[config.mk]
export PLATFORM = sky130hd
export DESIGN_NAME = tape_data_block_pulse_encoder_top
export DESIGN_NICKNAME = d
export VERILOG_FILES = /design/src/rtl/core/tdbpe_pkg.sv /design/src/rtl/core/tdbpe_ctrl.sv /design/src/rtl/core/tdbpe_dp.sv /design/src/rtl/core/tape_data_block_pulse_encoder_top.sv
export SDC_FILE = /design/constraint.sdc
export NUM_CORES = 1
export LEC_CHECK = 0
export ABC_AREA = 0
export BUFFER_PORTS_ARGS = -buffer_cell sky130_fd_sc_hd__buf_4
export CAP_MARGIN = 15
export CORE_ASPECT_RATIO = 2
export CORE_UTILIZATION = 60
export DETAILED_ROUTE_END_ITERATION = 7
export GPL_ROUTABILITY_DRIVEN = 0
export GPL_TIMING_DRIVEN = 0
export HOLD_SLACK_MARGIN = 0.03
export PLACE_DENSITY = 0.8
export REMOVE_ABC_BUFFERS = 1
export SYNTH_ARGS = -nofsm -noshare
export SYNTH_HDL_FRONTEND = slang
export SYNTH_SLANG_ARGS = --single-unit
[constraint.sdc]
create_clock -name clock -period 5.75 [get_ports clock]
set_clock_uncertainty 0.15 [all_clocks]
set_input_delay 0.575 -clock clock [delete_from_list [all_inputs] [get_ports clock]]
set_output_delay 0.575 -clock clock [all_outputs]
set_load 0.1 [all_outputs]
[src/rtl/core/tdbpe_pkg.sv]
`default_nettype none

package tdbpe_pkg;

   localparam int unsigned LEN_W  = 28;
   localparam int unsigned CNT_W  = 16;
   localparam int unsigned REG_W  = 16;
   localparam int unsigned NBIT_W = 4;

   localparam logic [REG_W-1:0] STD_PILOT_LEN    = 16'd2168;
   localparam logic [REG_W-1:0] STD_SYNC1_LEN    = 16'd667;
   localparam logic [REG_W-1:0] STD_SYNC2_LEN    = 16'd735;
   localparam logic [REG_W-1:0] STD_ZERO_LEN     = 16'd855;
   localparam logic [REG_W-1:0] STD_ONE_LEN      = 16'd1710;
   localparam logic [CNT_W-1:0] STD_PILOT_HEADER = 16'd8063;
   localparam logic [CNT_W-1:0] STD_PILOT_DATA   = 16'd3223;
   localparam logic [11:0]      TSTATES_PER_MS   = 12'd3500;
   localparam logic [7:0]       DATA_FLAG_LIMIT  = 8'd128;
   localparam logic [REG_W-1:0] RESET_PAUSE_MS   = 16'd1000;
   localparam logic [NBIT_W-1:0] BITS_PER_BYTE   = 4'd8;
   localparam logic [NBIT_W-1:0] MIN_BITS        = 4'd1;

   typedef enum logic [2:0] {
      KIND_PILOT = 3'd0,
      KIND_SYNC1 = 3'd1,
      KIND_SYNC2 = 3'd2,
      KIND_BIT   = 3'd3,
      KIND_PAUSE = 3'd4
   } kind_type;

   typedef enum logic [2:0] {
      CSR_TURBO_MODE    = 3'd0,
      CSR_PILOT_LEN     = 3'd1,
      CSR_PILOT_COUNT   = 3'd2,
      CSR_SYNC_FIRST    = 3'd3,
      CSR_SYNC_SECOND   = 3'd4,
      CSR_ZERO_BIT_LEN  = 3'd5,
      CSR_ONE_BIT_LEN   = 3'd6,
      CSR_PAUSE_MS      = 3'd7
   } csr_index_type;

   typedef struct packed {
      logic     load;
      logic     emit;
      kind_type kind;
      logic     last;
   } cmd_type;

   typedef struct packed {
      logic last;
      logic pause_nz;
      logic bit_final;
      logic out_free;
   } status_type;

endpackage

`default_nettype wire

[src/rtl/core/tdbpe_ctrl.sv]
`default_nettype none

module tdbpe_ctrl (
   input  wire logic                  clock,
   input  wire logic                  reset,
   input  wire logic                  req_valid,
   input  wire logic                  req_first_of_block,
   output logic                       req_ready,
   input  wire tdbpe_pkg::status_type status,
   output tdbpe_pkg::cmd_type         cmd
);

   typedef enum logic [5:0] {
      ST_IDLE  = 6'b000001,
      ST_PILOT = 6'b000010,
      ST_SYNC1 = 6'b000100,
      ST_SYNC2 = 6'b001000,
      ST_BIT   = 6'b010000,
      ST_PAUSE = 6'b100000
   } state_type;

   state_type state_ff;
   state_type state_in;

   assign req_ready = (state_ff == ST_IDLE);

   always_comb begin
      state_in  = state_ff;
      cmd       = '0;
      cmd.kind  = tdbpe_pkg::KIND_PILOT;
      unique case (state_ff)
         ST_IDLE: begin
            cmd.load = req_valid;
            if (req_valid) begin
               state_in = req_first_of_block ? ST_PILOT : ST_BIT;
            end
         end
         ST_PILOT: begin
            cmd.kind = tdbpe_pkg::KIND_PILOT;
            if (status.out_free) begin
               cmd.emit = 1'b1;
               state_in = ST_SYNC1;
            end
         end
         ST_SYNC1: begin
            cmd.kind = tdbpe_pkg::KIND_SYNC1;
            if (status.out_free) begin
               cmd.emit = 1'b1;
               state_in = ST_SYNC2;
            end
         end
         ST_SYNC2: begin
            cmd.kind = tdbpe_pkg::KIND_SYNC2;
            if (status.out_free) begin
               cmd.emit = 1'b1;
               state_in = ST_BIT;
            end
         end
         ST_BIT: begin
            cmd.kind = tdbpe_pkg::KIND_BIT;
            if (status.out_free) begin
               cmd.emit = 1'b1;
               if (status.bit_final) begin
                  if (status.last && status.pause_nz) begin
                     state_in = ST_PAUSE;
                  end else begin
                     cmd.last = 1'b1;
                     state_in = ST_IDLE;
                  end
               end
            end
         end
         ST_PAUSE: begin
            cmd.kind = tdbpe_pkg::KIND_PAUSE;
            if (status.out_free) begin
               cmd.emit = 1'b1;
               cmd.last = 1'b1;
               state_in = ST_IDLE;
            end
         end
         default: begin
            state_in = ST_IDLE;
         end
      endcase
   end

   always_ff @(posedge clock) begin
      if (reset) begin
         state_ff <= ST_IDLE;
      end else begin
         state_ff <= state_in;
      end
   end

endmodule

`default_nettype wire

[src/rtl/core/tdbpe_dp.sv]
`default_nettype none

module tdbpe_dp (
   input  wire logic                          clock,
   input  wire logic                          reset,
   input  wire tdbpe_pkg::cmd_type            cmd,
   output tdbpe_pkg::status_type              status,
   input  wire logic                          csr_wr_en,
   input  wire logic [2:0]                    csr_index,
   input  wire logic [tdbpe_pkg::REG_W-1:0]   csr_wdata,
   input  wire logic [7:0]                    req_data_byte,
   input  wire logic                          req_last_of_block,
   input  wire logic [3:0]                    req_used_bits,
   input  wire logic                          rsp_ready,
   output logic                               rsp_valid,
   output logic [tdbpe_pkg::LEN_W-1:0]        rsp_pulse_length,
   output logic [tdbpe_pkg::CNT_W-1:0]        rsp_repeat_count,
   output logic                               rsp_level_toggles,
   output logic [2:0]                         rsp_pulse_kind,
   output logic                               rsp_last_result
);

   logic                            turbo_ff;
   logic [tdbpe_pkg::REG_W-1:0]     pilot_len_ff;
   logic [tdbpe_pkg::CNT_W-1:0]     pilot_count_ff;
   logic [tdbpe_pkg::REG_W-1:0]     sync_first_ff;
   logic [tdbpe_pkg::REG_W-1:0]     sync_second_ff;
   logic [tdbpe_pkg::REG_W-1:0]     zero_len_ff;
   logic [tdbpe_pkg::REG_W-1:0]     one_len_ff;
   logic [tdbpe_pkg::REG_W-1:0]     pause_ms_ff;

   logic [7:0]                      byte_ff, byte_in;
   logic                            last_ff, last_in;
   logic [tdbpe_pkg::NBIT_W-1:0]    bits_left_ff, bits_left_in;
   logic                            half_ff, half_in;

   logic                            rsp_valid_ff, rsp_valid_in;
   logic [tdbpe_pkg::LEN_W-1:0]     length_ff, length_in;
   logic [tdbpe_pkg::CNT_W-1:0]     repeat_ff, repeat_in;
   logic                            toggles_ff, toggles_in;
   tdbpe_pkg::kind_type             kind_ff, kind_in;
   logic                            last_result_ff, last_result_in;

   logic [tdbpe_pkg::NBIT_W-1:0]    nbits;
   logic [tdbpe_pkg::CNT_W-1:0]     pilot_count;
   logic [tdbpe_pkg::REG_W-1:0]     bit_len;
   logic [tdbpe_pkg::LEN_W-1:0]     pause_len;

   always_ff @(posedge clock) begin
      if (reset) begin
         turbo_ff       <= 1'b0;
         pilot_len_ff   <= tdbpe_pkg::STD_PILOT_LEN;
         pilot_count_ff <= tdbpe_pkg::STD_PILOT_HEADER;
         sync_first_ff  <= tdbpe_pkg::STD_SYNC1_LEN;
         sync_second_ff <= tdbpe_pkg::STD_SYNC2_LEN;
         zero_len_ff    <= tdbpe_pkg::STD_ZERO_LEN;
         one_len_ff     <= tdbpe_pkg::STD_ONE_LEN;
         pause_ms_ff    <= tdbpe_pkg::RESET_PAUSE_MS;
      end else if (csr_wr_en) begin
         unique case (tdbpe_pkg::csr_index_type'(csr_index))
            tdbpe_pkg::CSR_TURBO_MODE:   turbo_ff       <= csr_wdata[0];
            tdbpe_pkg::CSR_PILOT_LEN:    pilot_len_ff   <= csr_wdata;
            tdbpe_pkg::CSR_PILOT_COUNT:  pilot_count_ff <= csr_wdata;
            tdbpe_pkg::CSR_SYNC_FIRST:   sync_first_ff  <= csr_wdata;
            tdbpe_pkg::CSR_SYNC_SECOND:  sync_second_ff <= csr_wdata;
            tdbpe_pkg::CSR_ZERO_BIT_LEN: zero_len_ff    <= csr_wdata;
            tdbpe_pkg::CSR_ONE_BIT_LEN:  one_len_ff     <= csr_wdata;
            tdbpe_pkg::CSR_PAUSE_MS:     pause_ms_ff    <= csr_wdata;
            default: begin
            end
         endcase
      end
   end

   always_comb begin
      nbits = tdbpe_pkg::BITS_PER_BYTE;
      if (turbo_ff && req_last_of_block) begin
         if (req_used_bits == '0) begin
            nbits = tdbpe_pkg::MIN_BITS;
         end else if (req_used_bits > tdbpe_pkg::BITS_PER_BYTE) begin
            nbits = tdbpe_pkg::BITS_PER_BYTE;
         end else begin
            nbits = req_used_bits;
         end
      end
   end

   always_comb begin
      if (turbo_ff) begin
         pilot_count = (pilot_count_ff == '0) ? tdbpe_pkg::CNT_W'(1) : pilot_count_ff;
      end else if (byte_ff >= tdbpe_pkg::DATA_FLAG_LIMIT) begin
         pilot_count = tdbpe_pkg::STD_PILOT_DATA;
      end else begin
         pilot_count = tdbpe_pkg::STD_PILOT_HEADER;
      end
      if (byte_ff[7]) begin
         bit_len = turbo_ff ? one_len_ff : tdbpe_pkg::STD_ONE_LEN;
      end else begin
         bit_len = turbo_ff ? zero_len_ff : tdbpe_pkg::STD_ZERO_LEN;
      end
      pause_len = tdbpe_pkg::LEN_W'(pause_ms_ff) *
                  tdbpe_pkg::LEN_W'(tdbpe_pkg::TSTATES_PER_MS);
   end

   always_comb begin
      byte_in      = byte_ff;
      last_in      = last_ff;
      bits_left_in = bits_left_ff;
      half_in      = half_ff;
      if (cmd.load) begin
         byte_in      = req_data_byte;
         last_in      = req_last_of_block;
         bits_left_in = nbits;
         half_in      = 1'b0;
      end else if (cmd.emit && cmd.kind == tdbpe_pkg::KIND_BIT) begin
         if (half_ff) begin
            half_in      = 1'b0;
            byte_in      = {byte_ff[6:0], 1'b0};
            bits_left_in = bits_left_ff - tdbpe_pkg::NBIT_W'(1);
         end else begin
            half_in = 1'b1;
         end
      end
   end

   always_comb begin
      rsp_valid_in   = rsp_valid_ff & ~rsp_ready;
      length_in      = length_ff;
      repeat_in      = repeat_ff;
      toggles_in     = toggles_ff;
      kind_in        = kind_ff;
      last_result_in = last_result_ff;
      if (cmd.emit) begin
         rsp_valid_in   = 1'b1;
         kind_in        = cmd.kind;
         last_result_in = cmd.last;
         toggles_in     = (cmd.kind != tdbpe_pkg::KIND_PAUSE);
         repeat_in      = tdbpe_pkg::CNT_W'(1);
         unique case (cmd.kind)
            tdbpe_pkg::KIND_PILOT: begin
               length_in = tdbpe_pkg::LEN_W'(turbo_ff ? pilot_len_ff
                                                      : tdbpe_pkg::STD_PILOT_LEN);
               repeat_in = pilot_count;
            end
            tdbpe_pkg::KIND_SYNC1: begin
               length_in = tdbpe_pkg::LEN_W'(turbo_ff ? sync_first_ff
                                                      : tdbpe_pkg::STD_SYNC1_LEN);
            end
            tdbpe_pkg::KIND_SYNC2: begin
               length_in = tdbpe_pkg::LEN_W'(turbo_ff ? sync_second_ff
                                                      : tdbpe_pkg::STD_SYNC2_LEN);
            end
            tdbpe_pkg::KIND_BIT: begin
               length_in = tdbpe_pkg::LEN_W'(bit_len);
            end
            tdbpe_pkg::KIND_PAUSE: begin
               length_in = pause_len;
            end
            default: begin
               length_in = '0;
            end
         endcase
      end
   end

   always_ff @(posedge clock) begin
      if (reset) begin
         rsp_valid_ff <= 1'b0;
      end else begin
         rsp_valid_ff <= rsp_valid_in;
      end
   end

   always_ff @(posedge clock) begin
      byte_ff        <= byte_in;
      last_ff        <= last_in;
      bits_left_ff   <= bits_left_in;
      half_ff        <= half_in;
      length_ff      <= length_in;
      repeat_ff      <= repeat_in;
      toggles_ff     <= toggles_in;
      kind_ff        <= kind_in;
      last_result_ff <= last_result_in;
   end

   assign status.last      = last_ff;
   assign status.pause_nz  = (pause_ms_ff != '0);
   assign status.bit_final = half_ff && (bits_left_ff == tdbpe_pkg::NBIT_W'(1));
   assign status.out_free  = ~rsp_valid_ff | rsp_ready;

   assign rsp_valid         = rsp_valid_ff;
   assign rsp_pulse_length  = length_ff;
   assign rsp_repeat_count  = repeat_ff;
   assign rsp_level_toggles = toggles_ff;
   assign rsp_pulse_kind    = kind_ff;
   assign rsp_last_result   = last_result_ff;

endmodule

`default_nettype wire

[src/rtl/core/tape_data_block_pulse_encoder_top.sv]
// Tape data block pulse encoder. Takes one block byte per word on req_ and
// emits the pulse words that encode it on rsp_: pilot (one word carrying its
// repeat count), two sync pulses on the first byte of a block, two pulses per
// bit MSB first, and a silent pause after the last byte when pause_ms is
// nonzero. Lengths are in T-states. A byte is loaded, then its 2 to 20 words
// follow; a new byte is accepted only after the last word of the previous one
// is emitted. The sequencer emits one word per cycle into a single output
// register, stalling while it is full and rsp_ready is low. Write the csr_
// registers only while no byte is in flight.
`default_nettype none

module tape_data_block_pulse_encoder_top (
   input  wire logic                        clock,
   input  wire logic                        reset,
   input  wire logic                        csr_wr_en,
   input  wire logic [2:0]                  csr_index,
   input  wire logic [tdbpe_pkg::REG_W-1:0] csr_wdata,
   input  wire logic                        req_valid,
   output logic                             req_ready,
   input  wire logic [7:0]                  req_data_byte,
   input  wire logic                        req_first_of_block,
   input  wire logic                        req_last_of_block,
   input  wire logic [3:0]                  req_used_bits,
   output logic                             rsp_valid,
   input  wire logic                        rsp_ready,
   output logic [tdbpe_pkg::LEN_W-1:0]      rsp_pulse_length,
   output logic [tdbpe_pkg::CNT_W-1:0]      rsp_repeat_count,
   output logic                             rsp_level_toggles,
   output logic [2:0]                       rsp_pulse_kind,
   output logic                             rsp_last_result
);

   tdbpe_pkg::cmd_type    cmd;
   tdbpe_pkg::status_type status;

   tdbpe_ctrl u_ctrl (
      .clock              (clock),
      .reset              (reset),
      .req_valid          (req_valid),
      .req_first_of_block (req_first_of_block),
      .req_ready          (req_ready),
      .status             (status),
      .cmd                (cmd)
   );

   tdbpe_dp u_dp (
      .clock             (clock),
      .reset             (reset),
      .cmd               (cmd),
      .status            (status),
      .csr_wr_en         (csr_wr_en),
      .csr_index         (csr_index),
      .csr_wdata         (csr_wdata),
      .req_data_byte     (req_data_byte),
      .req_last_of_block (req_last_of_block),
      .req_used_bits     (req_used_bits),
      .rsp_ready         (rsp_ready),
      .rsp_valid         (rsp_valid),
      .rsp_pulse_length  (rsp_pulse_length),
      .rsp_repeat_count  (rsp_repeat_count),
      .rsp_level_toggles (rsp_level_toggles),
      .rsp_pulse_kind    (rsp_pulse_kind),
      .rsp_last_result   (rsp_last_result)
   );

`ifndef SYNTHESIS
   a_busy_after_accept: assert property (@(posedge clock) disable iff (reset)
      (req_valid && req_ready) |=> !req_ready)
      else $error("encoder took a byte while the previous one was in flight");

   a_pause_closes_byte: assert property (@(posedge clock) disable iff (reset)
      (rsp_valid && rsp_pulse_kind == tdbpe_pkg::KIND_PAUSE)
         |-> (rsp_last_result && !rsp_level_toggles))
      else $error("pause word is not the silent final word of its byte");

   a_single_repeat: assert property (@(posedge clock) disable iff (reset)
      (rsp_valid && rsp_pulse_kind != tdbpe_pkg::KIND_PILOT)
         |-> (rsp_repeat_count == tdbpe_pkg::CNT_W'(1)))
      else $error("non-pilot word carries a repeat count other than one");

   a_pilot_nonzero: assert property (@(posedge clock) disable iff (reset)
      (rsp_valid && rsp_pulse_kind == tdbpe_pkg::KIND_PILOT)
         |-> (rsp_repeat_count != '0 && !rsp_last_result))
      else $error("pilot word has zero count or ends its byte");
`endif

endmodule

`default_nettype wire
==> results.py <==
metrics = {
    "logic_synthesis": {
        "yosys-top-cells-area": "dfxtp_1 (21%), edfxtp_1 (16%), ha_1 (11%)",
        "synth-edff-count": 62,
        "ys_dominant_reg_cell": "dfxtp_1",
        "synth_area_per_cell_um2": 9.01,
        "synth-seq-cells": 183,
        "synth_top_area_cell": "dfxtp_1",
        "synth_cells": 1295,
        "syn-cell-area_um2": 11700,
        "yosysUniqueCellTypes": 73,
        "synth-seq-area-share": 0.367,
        "ys_warn_count": 0,
        "async_reset_ff_frac": 0,
        "yosysTopAreaCellShare": 0.208,
    },
    "clocking": {
        "post-cts-setup-buffer-count": 0,
        "hold_buffers": 0,
        "cts_resized": 0,
        "cts_buffers": 17,
        "cts.clk_slew.worst_paths_ns": 0.07,
        "cts_sinks": 183,
        "cts_tree": "yes",
        "cts_max_path_buffers": 2,
        "h-tree-depth": 4,
        "clkLatencyLatePin_ns": 0.45,
        "cts_root_buf": "clkbuf_16",
    },
    "timing": {
        "grt_setup_unrepaired": "false",
        "maxSlewHeadroom": 0.221,
        "period_share": 0.913,
        "finalSetupViolCount": 0,
        "min_period_ns": 5.25,
        "worst_slack_ns": 0.501,
        "worst_hold_slack_ns": 0.180,
        "drv_slew": 0,
        "timing_worst_slew_pin_value_ns": 1.17,
        "hold_viol_final": 0,
        "fmax_mhz": 191,
    },
    "floorplan": {
        "start_util": 0.616,
        "die_width_um": 101,
        "rows": 71,
        "core-area_um2": 18900,
        "ios": 89,
        "dieArea_um2": 20000,
        "die_h_um": 199,
    },
    "detailed_routing": {
        "wl_per_cell_um": 18.5,
        "avgViaCountPerCell": 5.85,
        "drc": 0,
        "drtIter0Drc": 438,
        "routed_wl_um": 29800,
        "vias": 9460,
        "drt_first_pass_iters": 5,
        "antenna_left": 0,
    },
    "global_routing": {
        "grt_usage": 0.315,
        "antenna_found_initial": 0,
        "gr-usage-met3": 0.0462,
        "grt_pass1_wl_um": 47500,
        "grt_busiest_layer": "met2",
        "grt_pass1_vias": 9505,
        "grt_max_degree": 121,
        "grt_overflow": 0,
        "grt_util_met2": 0.576,
        "met1_usage": 0.320,
    },
    "critical_path": {
        "rr_worst_depth": 14,
        "crit_path_end_kind": "register",
        "regToRegSetupSlack_ns": 0.50,
        "r2r-start": "u_dp.pause_ms_ff[6]$_SDFFE_PP1P_",
        "crit_type": "reg2reg",
        "r2r_end": "u_dp.rsp_pulse_length[25]$_DFFE_PP_",
        "required_ns": 5.77,
        "setup.worst_path.start_class": "register",
        "critPathArrivalTime_ns": 5.27,
        "critPathMaxFanout": 11,
    },
    "power": {
        "irDropWorstVdd_uv": 306,
        "power_per_cell_area_nw_per_um2": 392,
        "p_leak_nw": 5.86,
        "p_total_mw": 5.14,
    },
    "min_path": {
        "hp-class": "in2reg",
        "min_from": "req_last_of_block",
        "min_path_cells": 1,
        "worstHoldEndpoint": "u_dp.last_ff$_DFFE_PP_",
    },
    "finish": {
        "diodes": 0,
        "regArea_um2": 4280,
        "nNetsFinal": 1543,
        "fin_util": 0.693,
        "multi_input_area_um2": 6520,
        "areaGrowthSynthToFinish_pct": 12.4,
        "layout-drive-gt1-share": 0.115,
        "fill_cells": 1488,
    },
    "placement": {
        "dp_hpwl_um": 22000,
        "pre_cts_slack_ns": 0.606,
        "place.port_buffers": 88,
    },
    "run": {
        "max_cap_viol_count": 0,
    },
    "outcome": {
        "status": "completed",
    },
}
metrics by stage:
step	instance area [um^2]	cells	TNS (ns)
after global routing	13100	1616	0
after global placement	12400	1575	-31.44
after CTS	13100	1615	0
final	13100	1616	0
after floorplan	11400	1232	0
after detailed placement	12500	1583	0
sequential cells by signal, indices dropped and copies added (netlist names):
| register | flops |
|---|---|
| u_dp.rsp_level_toggles | 1 |
| u_dp.one_len_ff | 16 |
| u_dp.rsp_pulse_kind | 3 |
| u_dp.rsp_valid | 1 |
| u_dp.bits_left_ff | 4 |
| u_dp.pilot_count_ff | 16 |
| u_dp.pilot_len_ff | 16 |
| u_dp.turbo_ff | 1 |
| u_dp.byte_ff | 8 |
| u_dp.sync_first_ff | 16 |
| u_dp.half_ff | 1 |
| u_dp.rsp_pulse_length | 28 |
| u_ctrl.state_ff | 6 |
| u_dp.sync_second_ff | 16 |
| u_dp.last_ff | 1 |
| u_dp.zero_len_ff | 16 |
| u_dp.rsp_last_result | 1 |
| u_dp.pause_ms_ff | 16 |
| u_dp.rsp_repeat_count | 16 |
worst max path at each step:
stage / startpoint / endpoint / slack, ns / depth (start not counted)
final: u_dp.pause_ms_ff[6]$_SDFFE_PP1P_ / u_dp.rsp_pulse_length[25]$_DFFE_PP_ / 0.50 / 14
after global routing: u_dp.pause_ms_ff[8]$_SDFFE_PP1P_ / u_dp.rsp_pulse_length[24]$_DFFE_PP_ / 0.35 / 15
after CTS: u_dp.pause_ms_ff[6]$_SDFFE_PP1P_ / u_dp.rsp_pulse_length[25]$_DFFE_PP_ / 0.60 / 14
after detailed placement: u_dp.pause_ms_ff[6]$_SDFFE_PP1P_ / u_dp.rsp_pulse_length[25]$_DFFE_PP_ / 0.61 / 14
after global placement: u_ctrl.state_ff[5]$_SDFFE_PP0P_ / u_dp.rsp_repeat_count[8]$_SDFFCE_PN0P_ / -0.65 / 4
after floorplan: u_dp.pause_ms_ff[8]$_SDFFE_PP1P_ / u_dp.rsp_pulse_length[27]$_DFFE_PP_ / 1.12 / 15
metal layers:
metal  vias up  wire length [um]  share of wire
met1      4504             10400           0.35
met4         0              1960          0.066
li1       4482                 -              -
met2       358             16000           0.54
met3       116              1480          0.050
met5         -                 0              0
area by class of cell:
class | count | share of cell area
clock buffers | 20 | 0.0373
multi-input cells | 892 | 0.498
well taps | 255 | 0.0243
repair buffers | 97 | 0.0609
clock inverters | 12 | 0.00802
flip-flops and latches | 183 | 0.327
inverters | 157 | 0.0450
where the power goes:
part / leakage, nW / switching (mW) / internal (mW)
Clock: 0.295 / 0.554 / 0.630
Sequential: 1.54 / 0.0905 / 1.53
Combinational: 4.03 / 1.58 / 0.757
cell usage after synthesis, drive strengths merged (2+ instances only):
cell type / n
clkbuf: 45
a31oi: 7
a221oi: 5
o2111ai: 2
or2: 4
and3: 5
o21a: 7
o22ai: 3
inv: 157
nor2b: 8
nor3b: 2
fa: 56
o211ai: 10
a211oi: 6
buf: 18
a211o: 18
nand4b: 2
a22oi: 7
a21o: 14
o221ai: 7
o21ai: 32
dfxtp: 121
and4: 2
a311oi: 2
nand4: 11
or3: 5
nor3: 24
nor2: 68
a21oi: 104
nor4b: 3
ha: 101
nand2b: 11
nand3b: 39
edfxtp: 62
o21bai: 3
nor4: 7
xnor2: 13
nand2: 245
mux2i: 19
xor2: 11
nand3: 14
a221o: 2
cells in the final DEF (no fill, tap or decap), types with 18 or more instances in the layout:
master / instances
buf_4: 90
fa_1: 56
dfxtp_1: 121
nand3b_1: 39
a21oi_1: 100
inv_1: 157
nor3_1: 22
nor2_1: 63
clkbuf_16: 19
o21ai_0: 23
ha_1: 101
edfxtp_1: 62
nand2_1: 245
mux2i_1: 19
a211o_1: 18
logic make-up after synthesis:
logic type      share of synthesized area
fa+ha+maj                           0.204
compound gates                      0.134
buf+inv                            0.0752
xor+xnor                           0.0187
mux                                0.0163
flops                               0.367
simple gates                        0.184
worst max-delay path: stages, from the launching register on:
cell and delay [ns]:
dfxtp_1 0.57, inv_1 0.09, ha_1 0.38, fa_1 0.55
fa_1 0.44, fa_1 0.50, inv_1 0.05, fa_1 0.47
inv_1 0.04, ha_1 0.49, nand4_1 0.25, or3_1 0.36
a211oi_1 0.39, o21a_1 0.17, nor3_1 0.04
Power figures use the tool's default switching activity.
